File: src/sv/rob_pkg.sv
`timescale 1ns / 1ps
// ----------------------------------------------------------------------------
// rob_pkg: shared types and constants of the in-order release reorder buffer
// Window size, field widths, result kinds and the word types that travel
// between the input queue, the engine and the top level.
// ----------------------------------------------------------------------------
package rob_pkg;

  // Reorder window and stored tag width
  localparam int WINDOW   = 64;
  localparam int TAG_BITS = 32;

  // Port field widths
  localparam int SEQ_W     = 64;
  localparam int IN_TAG_W  = 32;
  localparam int OUT_TAG_W = 32;
  localparam int KIND_W    = 2;
  localparam int LIMIT_W   = 7;

  // Derived widths
  localparam int IDX_W = $clog2(WINDOW);
  localparam int CNT_W = $clog2(WINDOW + 1);
  localparam int CMP_W = (CNT_W > LIMIT_W) ? CNT_W : LIMIT_W;

  // Overrun limit after reset
  localparam logic [LIMIT_W-1:0] LIMIT_RESET = LIMIT_W'(64);

  // Input queue depth
  localparam int Q_DEPTH = 2;
  localparam int Q_PTR_W = (Q_DEPTH > 1) ? $clog2(Q_DEPTH) : 1;
  localparam int Q_CNT_W = $clog2(Q_DEPTH + 1);

  // Result kinds
  typedef enum logic [KIND_W-1:0] {
    KIND_REL  = 2'd0,
    KIND_DROP = 2'd1,
    KIND_OVR  = 2'd2
  } kind_t;

  // One input word as held in the queue
  typedef struct packed {
    logic [SEQ_W-1:0]    seq;
    logic [TAG_BITS-1:0] tag;
  } item_t;

  // One result word
  typedef struct packed {
    kind_t                kind;
    logic [SEQ_W-1:0]     seq;
    logic [OUT_TAG_W-1:0] tag;
    logic                 last;
  } result_t;

endpackage

File: src/sv/rob_queue.sv
`timescale 1ns / 1ps
// ----------------------------------------------------------------------------
// rob_queue: front-end input queue
// Accepts input words and holds them in a short FIFO until the engine takes
// them, so the sender keeps moving while the engine is draining.
// ----------------------------------------------------------------------------
module rob_queue import rob_pkg::*; (
  input  logic  clk,
  input  logic  rst_n,
  input  logic  in_valid,
  output logic  in_ready,
  input  item_t in_item,
  output logic  q_valid,
  input  logic  q_pop,
  output item_t q_item
);

  item_t              ent_r [Q_DEPTH];
  logic [Q_PTR_W-1:0] wr_ptr_r, wr_ptr_nxt;
  logic [Q_PTR_W-1:0] rd_ptr_r, rd_ptr_nxt;
  logic [Q_CNT_W-1:0] cnt_r, cnt_nxt;
  logic               push;
  logic               pop;

  assign in_ready = (cnt_r != Q_CNT_W'(Q_DEPTH));
  assign q_valid  = (cnt_r != '0);
  assign q_item   = ent_r[rd_ptr_r];
  assign push     = in_valid && in_ready;
  assign pop      = q_pop && q_valid;

  // Pointer and fill count update
  always_comb begin
    wr_ptr_nxt = wr_ptr_r;
    rd_ptr_nxt = rd_ptr_r;
    cnt_nxt    = cnt_r;
    if (push) begin
      wr_ptr_nxt = (wr_ptr_r == Q_PTR_W'(Q_DEPTH - 1)) ? '0 : wr_ptr_r + Q_PTR_W'(1);
    end
    if (pop) begin
      rd_ptr_nxt = (rd_ptr_r == Q_PTR_W'(Q_DEPTH - 1)) ? '0 : rd_ptr_r + Q_PTR_W'(1);
    end
    if (push && !pop) begin
      cnt_nxt = cnt_r + Q_CNT_W'(1);
    end else if (pop && !push) begin
      cnt_nxt = cnt_r - Q_CNT_W'(1);
    end
  end

  always_ff @(posedge clk) begin
    if (!rst_n) begin
      wr_ptr_r <= '0;
      rd_ptr_r <= '0;
      cnt_r    <= '0;
    end else begin
      wr_ptr_r <= wr_ptr_nxt;
      rd_ptr_r <= rd_ptr_nxt;
      cnt_r    <= cnt_nxt;
    end
  end

  // Entry storage, no reset
  always_ff @(posedge clk) begin
    if (push) begin
      ent_r[wr_ptr_r] <= in_item;
    end
  end

endmodule

File: src/sv/rob_engine.sv
`timescale 1ns / 1ps
// ----------------------------------------------------------------------------
// rob_engine: back-end reorder engine
// Classifies a queued word against the expected sequence number, drops it or
// stores its tag in the slot memory, releases the run of consecutive slots
// one by one, clears the store on overrun. Results leave via an output register.
// ----------------------------------------------------------------------------
module rob_engine import rob_pkg::*; (
  input  logic               clk,
  input  logic               rst_n,
  input  logic [LIMIT_W-1:0] limit,
  input  logic               q_valid,
  output logic               q_pop,
  input  item_t              q_item,
  output logic               res_valid,
  input  logic               res_ready,
  output result_t            res
);

  typedef enum logic [5:0] {
    ST_IDLE  = 6'b000001,
    ST_CLASS = 6'b000010,
    ST_DRAIN = 6'b000100,
    ST_REL   = 6'b001000,
    ST_DROP  = 6'b010000,
    ST_CHECK = 6'b100000
  } state_t;

  state_t              state_r, state_nxt;
  logic [SEQ_W-1:0]    seq_r, seq_nxt;
  logic [TAG_BITS-1:0] tag_r, tag_nxt;
  logic [SEQ_W-1:0]    exp_r, exp_nxt;
  logic [IDX_W-1:0]    head_r, head_nxt;
  logic [CNT_W-1:0]    held_r, held_nxt;
  logic [WINDOW-1:0]   valid_r, valid_nxt;
  logic                out_valid_r, out_valid_nxt;
  result_t             out_r, out_nxt;

  // Slot tag memory
  logic [TAG_BITS-1:0] mem [WINDOW];
  logic [TAG_BITS-1:0] rd_r;
  logic                mem_we;

  logic [SEQ_W-1:0]    offset;
  logic                drop;
  logic [IDX_W:0]      slot_sum;
  logic [IDX_W-1:0]    slot;
  logic [IDX_W-1:0]    head_inc;
  logic [CNT_W-1:0]    held_dec;
  logic                ovr;
  logic                ovr_dec;
  logic                out_free;

  // Distance of a sequence number from the expected one, modulo 2^64
  function automatic logic [SEQ_W-1:0] q_item_seq_dist(input logic [SEQ_W-1:0] s,
                                                       input logic [SEQ_W-1:0] e);
    return s - e;
  endfunction

  // Window classification and slot address
  assign offset   = q_item_seq_dist(seq_r, exp_r);
  assign drop     = (offset >= SEQ_W'(WINDOW));
  assign slot_sum = {1'b0, head_r} + {1'b0, offset[IDX_W-1:0]};
  assign slot     = (slot_sum >= (IDX_W+1)'(WINDOW)) ?
                    IDX_W'(slot_sum - (IDX_W+1)'(WINDOW)) : slot_sum[IDX_W-1:0];
  assign head_inc = (head_r == IDX_W'(WINDOW - 1)) ? '0 : head_r + IDX_W'(1);

  // Overrun tests now and after the release in progress
  assign held_dec = held_r - CNT_W'(1);
  assign ovr      = CMP_W'(held_r) > CMP_W'(limit);
  assign ovr_dec  = CMP_W'(held_dec) > CMP_W'(limit);

  assign out_free  = !out_valid_r || res_ready;
  assign res_valid = out_valid_r;
  assign res       = out_r;

  // Sequencer
  always_comb begin
    state_nxt     = state_r;
    seq_nxt       = seq_r;
    tag_nxt       = tag_r;
    exp_nxt       = exp_r;
    head_nxt      = head_r;
    held_nxt      = held_r;
    valid_nxt     = valid_r;
    out_valid_nxt = out_valid_r;
    out_nxt       = out_r;
    q_pop         = 1'b0;
    mem_we        = 1'b0;

    if (out_valid_r && res_ready) begin
      out_valid_nxt = 1'b0;
    end

    case (state_r)
      ST_IDLE: begin
        if (q_valid) begin
          q_pop     = 1'b1;
          seq_nxt   = q_item.seq;
          tag_nxt   = q_item.tag;
          state_nxt = ST_CLASS;
        end
      end
      ST_CLASS: begin
        if (drop) begin
          state_nxt = ST_DROP;
        end else begin
          mem_we = 1'b1;
          if (!valid_r[slot]) begin
            held_nxt = held_r + CNT_W'(1);
          end
          valid_nxt[slot] = 1'b1;
          state_nxt       = ST_DRAIN;
        end
      end
      ST_DRAIN: begin
        state_nxt = valid_r[head_r] ? ST_REL : ST_CHECK;
      end
      ST_REL: begin
        if (out_free) begin
          out_valid_nxt     = 1'b1;
          out_nxt.kind      = KIND_REL;
          out_nxt.seq       = exp_r;
          out_nxt.tag       = OUT_TAG_W'(rd_r);
          out_nxt.last      = !valid_r[head_inc] && !ovr_dec;
          valid_nxt[head_r] = 1'b0;
          held_nxt          = held_dec;
          exp_nxt           = exp_r + SEQ_W'(1);
          head_nxt          = head_inc;
          state_nxt         = ST_DRAIN;
        end
      end
      ST_DROP: begin
        if (out_free) begin
          out_valid_nxt = 1'b1;
          out_nxt.kind  = KIND_DROP;
          out_nxt.seq   = seq_r;
          out_nxt.tag   = '0;
          out_nxt.last  = !ovr;
          state_nxt     = ST_CHECK;
        end
      end
      ST_CHECK: begin
        if (!ovr) begin
          state_nxt = ST_IDLE;
        end else if (out_free) begin
          out_valid_nxt = 1'b1;
          out_nxt.kind  = KIND_OVR;
          out_nxt.seq   = seq_r;
          out_nxt.tag   = '0;
          out_nxt.last  = 1'b1;
          valid_nxt     = '0;
          held_nxt      = '0;
          state_nxt     = ST_IDLE;
        end
      end
      default: begin
        state_nxt = ST_IDLE;
      end
    endcase
  end

  // Control state
  always_ff @(posedge clk) begin
    if (!rst_n) begin
      state_r     <= ST_IDLE;
      exp_r       <= '0;
      head_r      <= '0;
      held_r      <= '0;
      valid_r     <= '0;
      out_valid_r <= 1'b0;
    end else begin
      state_r     <= state_nxt;
      exp_r       <= exp_nxt;
      head_r      <= head_nxt;
      held_r      <= held_nxt;
      valid_r     <= valid_nxt;
      out_valid_r <= out_valid_nxt;
    end
  end

  // Payload registers
  always_ff @(posedge clk) begin
    seq_r <= seq_nxt;
    tag_r <= tag_nxt;
    out_r <= out_nxt;
  end

  // Tag memory: one write port, registered read at the head slot
  always_ff @(posedge clk) begin
    if (mem_we) begin
      mem[slot] <= tag_r;
    end
    rd_r <= mem[head_r];
  end

endmodule

File: src/sv/in_order_release_reorder_buffer.sv
`timescale 1ns / 1ps
// ----------------------------------------------------------------------------
// in_order_release_reorder_buffer: sequence reorder buffer, in-order release
// Takes tagged frames in any order and releases them by sequence number.
// ----------------------------------------------------------------------------
// Usage:
//   Input channel (in_valid/in_ready, in_seq, in_tag): one frame per word.
//   Output channel (out_valid/out_ready): zero or more result words per
//   input word; out_last marks the final one. out_kind tells a released
//   frame, a frame dropped outside the window, or an overrun clear.
//   cfg_we/cfg_wdata writes the overrun limit; write it only while idle.
// Timing:
//   A word enters a two-deep input queue, then the engine steps through pop,
//   classify, head test and overrun check for an item that releases nothing,
//   plus a release step and a head test per released frame, since each
//   release tests a valid bit and then reads the tag memory at the head slot.
//   With the engine idle, a drop word comes out sooner than any other result.
// Reset:
//   Synchronous, active low. Valid bits, counters and the expected sequence
//   number clear at once; no memory sweep. The limit returns to 64.
// Stall:
//   A stalled receiver holds the output register; the engine waits, and the
//   input queue keeps taking words until it fills.
// ----------------------------------------------------------------------------
module in_order_release_reorder_buffer import rob_pkg::*; (
  input  logic                 clk,
  input  logic                 rst_n,
  input  logic                 cfg_we,
  input  logic [LIMIT_W-1:0]   cfg_wdata,
  input  logic                 in_valid,
  output logic                 in_ready,
  input  logic [SEQ_W-1:0]     in_seq,
  input  logic [IN_TAG_W-1:0]  in_tag,
  output logic                 out_valid,
  input  logic                 out_ready,
  output logic [KIND_W-1:0]    out_kind,
  output logic [SEQ_W-1:0]     out_seq,
  output logic [OUT_TAG_W-1:0] out_tag,
  output logic                 out_last
);

  logic [LIMIT_W-1:0] limit_r, limit_nxt;
  item_t              in_item;
  item_t              q_item;
  logic               q_valid;
  logic               q_pop;
  result_t            res;

  // Overrun limit register
  assign limit_nxt = cfg_we ? cfg_wdata : limit_r;

  always_ff @(posedge clk) begin
    if (!rst_n) begin
      limit_r <= LIMIT_RESET;
    end else begin
      limit_r <= limit_nxt;
    end
  end

  assign in_item.seq = in_seq;
  assign in_item.tag = TAG_BITS'(in_tag);

  // Front end: input queue
  rob_queue u_queue (
    .clk      (clk),
    .rst_n    (rst_n),
    .in_valid (in_valid),
    .in_ready (in_ready),
    .in_item  (in_item),
    .q_valid  (q_valid),
    .q_pop    (q_pop),
    .q_item   (q_item)
  );

  // Back end: reorder engine
  rob_engine u_engine (
    .clk       (clk),
    .rst_n     (rst_n),
    .limit     (limit_r),
    .q_valid   (q_valid),
    .q_pop     (q_pop),
    .q_item    (q_item),
    .res_valid (out_valid),
    .res_ready (out_ready),
    .res       (res)
  );

  assign out_kind = res.kind;
  assign out_seq  = res.seq;
  assign out_tag  = res.tag;
  assign out_last = res.last;

`ifndef SYNTHESIS
  // An overrun clear always ends the results of its input
  a_ovr_last: assert property (@(posedge clk) disable iff (!rst_n)
    out_valid && (out_kind == KIND_OVR) |-> out_last)
    else $error("overrun result not marked last");

  // Status results carry no tag
  a_status_tag: assert property (@(posedge clk) disable iff (!rst_n)
    out_valid && (out_kind != KIND_REL) |-> (out_tag == '0))
    else $error("status result with nonzero tag");

  // A released frame that is not last is followed by a release or an overrun
  a_rel_run: assert property (@(posedge clk) disable iff (!rst_n)
    out_valid && out_ready && (out_kind == KIND_REL) && !out_last
    |=> !out_valid || (out_kind == KIND_REL) || (out_kind == KIND_OVR))
    else $error("release run broken by a drop result");
`endif

endmodule

File: config.mk
export PLATFORM = sky130hd
export DESIGN_NAME = in_order_release_reorder_buffer
export DESIGN_NICKNAME = d
export VERILOG_FILES = /design/src/sv/rob_pkg.sv /design/src/sv/rob_queue.sv /design/src/sv/rob_engine.sv /design/src/sv/in_order_release_reorder_buffer.sv
export SDC_FILE = /design/constraint.sdc
export NUM_CORES = 2
export LEC_CHECK = 0
export BUFFER_PORTS_ARGS = -buffer_cell sky130_fd_sc_hd__buf_2
export CAP_MARGIN = 30
export CORE_ASPECT_RATIO = 1.75
export CORE_MARGIN = 8
export CORE_UTILIZATION = 60
export DETAILED_ROUTE_END_ITERATION = 8
export PLACE_DENSITY = 0.77
export SLEW_MARGIN = 20
export SYNTH_ARGS = -nofsm -noshare
export SYNTH_HDL_FRONTEND = slang
export SYNTH_SLANG_ARGS = --single-unit
File: constraint.sdc
create_clock -name clk -period 9.4 [get_ports clk]
set_input_delay 1.41 -clock clk [delete_from_list [all_inputs] [get_ports clk]]
set_output_delay 1.41 -clock clk [all_outputs]
set_load 0.02 [all_outputs]
== After elaboration in Yosys (flattened, before gate mapping) ==
Memory sizes are Yosys's and may differ from the RTL's. A register that Yosys moved wholly into a read port is not among the register bits.
Index checks and enable logic that the tools add are counted.
Storage, ports and cells
  bits in registers: 258
  bits in writable memories: 2240
  bits of input ports: 108
  output and inout port bits: 101
  word-level logic and storage cells: 133
  memories kept: 2
Operators by class
  add/subtract/negate cells: 11
  order comparisons: 9
  equality and inequality tests: 16
  mux-type cells: 52
  bitwise gates (word level): 3
  reduce and logical (&&, ||, !) cells: 26
Memories
  u_engine.mem: words 64, width 32, rd ports 1, clocked after memory_dff 1, write ports 1, line rob_engine.sv:40  | logic [TAG_BITS-1:0] mem [WINDOW];
  u_queue.ent_r: words 2, width 96, rd ports 1, clocked after memory_dff 1, write ports 1, line rob_queue.sv:18  | item_t ent_r [Q_DEPTH];
Operator list (number)
  99-bit 2-to-1 mux: 4
  99-bit one-hot mux with 3 select lines: 1
  64-bit 2-to-1 mux: 4
  64-bit one-hot mux with 3 select lines: 1
  64-bit by 1-bit adder with 64-bit output, second input constant: 1
  64-bit AND: 1
  64-bit by 7-bit greater-or-equal comparator with 1-bit output, second input constant: 1
  64-bit NOT: 1
  64-bit OR: 1
  64-bit subtractor: 1
  6-bit 2-to-1 mux: 8
  6-bit one-hot mux with 6 select lines: 1
  7-bit 2-to-1 mux: 5
  6-bit by 7-bit < comparator with 1-bit output, second input constant: 3
  7-bit one-hot mux with 3 select lines: 1
  1-bit binary-select mux with 6-bit select: 3
  1-bit 2-to-1 mux: 18
  7-bit > comparator: 2
  1-bit demux with 6-bit select: 2
  6-bit equality test, second input constant: 2
  6-bit by 1-bit greater-or-equal comparator with 1-bit output, second input constant: 2
  5-bit AND reduction: 2
  1-bit logical AND: 8
  2-bit by 1-bit != test with 1-bit output, second input constant: 4
  27 further kinds: 40

== Logic depth before layout (Yosys ltp) ==
  depth after elaboration: 11
  gate-level depth with buffers: 21
  gate-level depth less buffers: 19

== Hierarchy ==
A second synthesis with hierarchy kept.
Unflattened totals
  cell total of the unflattened synthesis: 6350
  area total of the unflattened synthesis: 101935.3 um^2
Modules (own cells, without submodules)
  rob_engine: instances 1, cells each 6005, area an instance 94340.5 um^2, seq. area each 70958.1 um^2
  rob_queue: instances 1, cells each 323, area an instance 7332.0 um^2, seq. area each 5865.6 um^2
  in_order_release_reorder_buffer: instances 1, cells each 22, area an instance 262.8 um^2, seq. area each 140.1 um^2

== Worst setup path before layout ==
Ideal clock, no wire load.
  kind: flip-flop to flip-flop
  from: register u_engine.state_r[2]
  to: register u_queue.cnt_r[1]
  library setup time: 0.071 ns
  arrival: 6.308 ns
  data required time: 9.329 ns
  setup slack: 3.021 ns
  stages on the path, launching flop included: 10
  buffers on the path: 1
  clock period less this slack: 6.379 ns
  path through: dfxtp_1 > clkbuf_1 > nor4_1 > nand3b_1 > nor2_1 > inv_1 > ha_1 > xor2_1 > or3_1 > a21oi_1
Between the ends
  word-level cells in the longest chain between the ends: 6
  elaborated cells between the ends (all ways): 8
  those cells by class: eq/ne: 1; mux: 2; reduce/logical: 5
RTL lines
  start, declared: line rob_engine.sv:29  | state_t state_r, state_nxt;
  start signal, assigned: line rob_engine.sv:173  | state_r <= state_nxt;
  6-bit by 1-bit equality test with 1-bit output (*): line rob_engine.sv:95  | case (state_r)
  1-bit 2-to-1 mux (*): line rob_engine.sv:95
  via q_pop: line in_order_release_reorder_buffer.sv:46  | logic q_pop;
  1-bit logical AND (*): line rob_queue.sv:29  | assign pop = q_pop && q_valid;
  1-bit logical NOT: line rob_queue.sv:42  | if (push && !pop) begin
  1-bit logical AND: line rob_queue.sv:42
  2-bit 2-to-1 mux / 2-bit nonzero test (equally long branches)
  end signal, assigned: line rob_queue.sv:57  | cnt_r <= cnt_nxt;
  end, declared: line rob_queue.sv:21  | logic [Q_CNT_W-1:0] cnt_r, cnt_nxt;
The timed path passes the listed nets; every way through them passes the cells marked *.
A chain may end at the register's enable or synchronous reset.

== Worst setup path in the final report ==
  from: register u_engine.exp_r[42]
  to: memory u_engine.mem[12][13], enable pin
Between the ends
  word-level cells in the longest chain between the ends: 6
RTL lines
  start, declared: line rob_engine.sv:32  | logic [SEQ_W-1:0] exp_r, exp_nxt;
  start signal, assigned: line rob_engine.sv:174  | exp_r <= exp_nxt;
  64-bit subtractor: line rob_engine.sv:57  | return s - e;
  64-bit by 7-bit greater-or-equal comparator with 1-bit output: line rob_engine.sv:62  | assign drop = (offset >= SEQ_W'(WINDOW));
  1-bit 2-to-1 mux: line rob_engine.sv:105  | if (drop) begin
  1-bit 2-to-1 mux: line rob_engine.sv:95
  1-bit 2-to-1 mux: line rob_engine.sv:191  | if (mem_we) begin
  1-bit 2-to-1 mux (not written as such): line rob_engine.sv:192  | mem[slot] <= tag_r;
  end, declared: line rob_engine.sv:40
Every way passes these cells.

==> out/metrics.cfg <==
[run_status]
status = finished, final reports clean

[critical_path]
cp-start-kind = flop
cp-end-kind = flop
cp.required_ps = 9930
path_max_fanout = 17
r2r_start = u_engine.exp_r[42]$_SDFFE_PN0P_
r2r_cells = 17
cp-startpoint = u_engine.exp_r[42]$_SDFFE_PN0P_
crit_arrival_ps = 7950
crit_type = reg2reg

[placed_design]
globalplace.congestion = 0.991
post_dp_cell_area_sq_um = 107000
place_hpwl_mm = 205
io_buffers = 208

[yosys]
muxShareOfSynthArea_pct = 2.52
synth_top_family_by_area = compound AO/OA/AOI/OAI gates
ys.flop_type = edfxtp_1
synth_fa_ha_area_share_pct = 1.10
synth_area_leaders = edfxtp_1 (71%), a22oi_1 (5.1%), dfxtp_1 (3.7%), mux2_2 (1.8%), a221oi_1 (1.6%)
netlist_area_sq_um = 103000
ys.warnings.count = 0
syn_nets = 6681
yosys.area.top_type = edfxtp_1
async_flop_share_pct = 0
yosys.area_share.simple_pct = 4.99
syn_inst = 6484
synth_cell_types = 94
synth_compound_area_share_pct = 13.5
ys_seq_area_share_pct = 75.0
synth_top_area_share_pct = 71.3
synth_area_per_cell_sq_um = 15.8
synth_enable_flop_cells = 2435
ys_ff_latch = 2626
synth-xor-area-share_pct = 0.923

[floorplanning]
die_w_um = 328
fp-row-count = 200
num_io_pins = 209
die-area_sq_um = 185000
core-area_sq_um = 170000
start_util_pct = 60.4
die_y_um = 563

[clock_network]
htreeDepth = 4
cts_root_buf = clkbuf_16
cts_resized = 0
clock_path_buffers = 4
cts_buffers = 216
path_clk_slew_ps = 70
hold_buffers = 0
clkSinkCount = 2626
postCtsSetupBuffers = 0
clk_latency_ps = 890
cts_tree = yes

[sta]
min_period_ps = 7410
final-max-slew-violation-count = 0
finalSetupTns_ps = 0
setup_viol = 0
clock_skew_ps = 46.1
final.period_utilization_pct = 78.8
grt_setup_unrepaired = false
clock.fmax_mhz = 135
hold_ws_ps = 492
worstMarginPinSlew_ps = 1130
hold_viol_final = 0
max_slew_margin_pct = 24.5

[grt]
antenna_found_initial = 21
grt_pass1_wl_mm = 458
grt_use_total_pct = 34.3
grt_overflow = 0
grt_pass1_vias = 63100
grt_max_degree = 110

[drt]
drc = 0
first_pass_iters = 9
viasPerCell = 7.16
wl_per_cell_um = 35.9
dr.first_iter.drc_count = 10400
vias = 65500
wirelength_mm = 328
drtAntennaViolNets = 0

[pwr]
irDropWorstVdd_v = 0.000219
seqPwrFrac_pct = 49.8
p_int_mw = 20.6
power_density_nw_per_um2 = 257
p_comb_share_pct = 19.5
p_sw_mw = 8.87
power_frac_clock_pct = 30.7
p_leak_nw = 36.2
switching_share_pct = 30.1
finalPower_mw = 29.5

[min_path]
hold_path.startpoint = limit_r[1]$_SDFFE_PN0P_
min_path_type = reg2reg
hold_depth = 2

[layout]
post-route-util_pct = 67.5
layout.nets = 6940
fin_area_sq_um = 115000
syn_to_final_growth_pct = 11.7
drive_gt1_share_pct = 15.8

[job]
maxCapViolations = 0

==> through the flow <==
stage               worst slack, ps  std cells
CTS                            2090       9133
global placement               2170       8713
finish                         1990       9144
detailed placement             2160       8739
global route                   1910       9144
floorplan                      3020       6484
==> layout by cell type, fill, tap and decap left out, types with 69 or more instances in the layout <==
cell type  instances
ha_1              87
xnor2_1           84
buf_2            213
o21ai_0           86
nor3_1           113
a221oi_1         188
a22o_1           186
a22oi_1          690
nand2_1          181
mux2_2           164
clkbuf_16        219
nor2_4            69
nor2_1           193
edfxtp_1        2435
inv_1            102
a21oi_1          312
a31oi_1          223
buf_4            204
nand4_1          116
nand3_1          107
dfxtp_1          189
==> cells in the mapped netlist (102+ instances only) <==
| library cell | number |
|---|---|
| edfxtp_1 | 2435 |
| a22oi_1 | 690 |
| a21oi_1 | 312 |
| clkbuf_1 | 304 |
| nor2_1 | 266 |
| a31oi_1 | 227 |
| dfxtp_1 | 191 |
| a221oi_1 | 188 |
| a22o_1 | 186 |
| nand2_1 | 182 |
| mux2_2 | 164 |
| nor3_1 | 118 |
| nand4_1 | 116 |
| nand3_1 | 108 |
| inv_1 | 102 |
==> logic make-up after synthesis <==
family	after synthesis
AO/OA/AOI/OAI	1929
XOR/XNOR	108
adder cells (fa/ha/maj)	89
buffers and inverters	505
flip-flops	2626
multiplexers	210
AND/OR/NAND/NOR	1017
==> state kept, by name (all words and copies together) (netlist names), 7 cells and up <==
signal            cells
u_engine.rd_r        32
u_engine.seq_r       64
u_engine.mem       2048
u_engine.held_r       7
u_queue.ent_r       192
u_engine.valid_r     64
u_engine.exp_r       64
limit_r               7
u_engine.res         99
u_engine.tag_r       32
==> path summary, 6_finish.rpt <==
check | slack (ps) | to
worst min register to register | 490 | limit_r[1]$_SDFFE_PN0P_
worst min-delay path | 490 | limit_r[1]$_SDFFE_PN0P_
worst max register to register | 1990 | u_engine.mem[12][13]$_DFFE_PP_
worst max-delay path | 1990 | u_engine.mem[12][13]$_DFFE_PP_
==> routing by layer <==
layer,up-vias,global-route usage (%),wire [um]
met2,5161,56.7,159000
met4,0,26.9,32400
li1,27000,-,-
met3,1111,6.12,34400
met5,-,0,0
met1,32200,39.4,102000
==> critical path: stages (launching register included) <==
cell	delay (ps)
dfxtp_1	360
inv_1	80
ha_1	660
nand4_1	370
or4_4	620
nor4bb_1	170
mux2i_1	380
o211ai_1	160
nand4bb_1	200
nor4_1	440
nand4_1	190
nor4_1	390
nand4_1	590
nor4_2	780
nand2_1	390
buf_4	340
nor2_4	500
buf_4	380
==> power groups by stage <==
stage / registers, mW / logic [mW] / clock network, mW
floorplan: 15.5 / 2.26 / 0
global placement: 14.9 / 5.47 / 0
detailed placement: 14.9 / 5.52 / 0
CTS: 14.7 / 5.55 / 9.06
global route: 14.7 / 5.88 / 9.47
finish: 14.7 / 5.74 / 9.04
==> layout make-up <==
cell class | count | area [sq um]
tap | 2222 | 2780
clock buffer | 250 | 5640
clock inverter | 144 | 1330
antenna | 3 | 7.51
timing repair buffer | 443 | 3080
sequential | 2626 | 76900
multi-input combinational | 3353 | 24400
inverter | 103 | 389
fill | 10900 | 55100
Note: power is estimated with default switching activity, not from simulation.
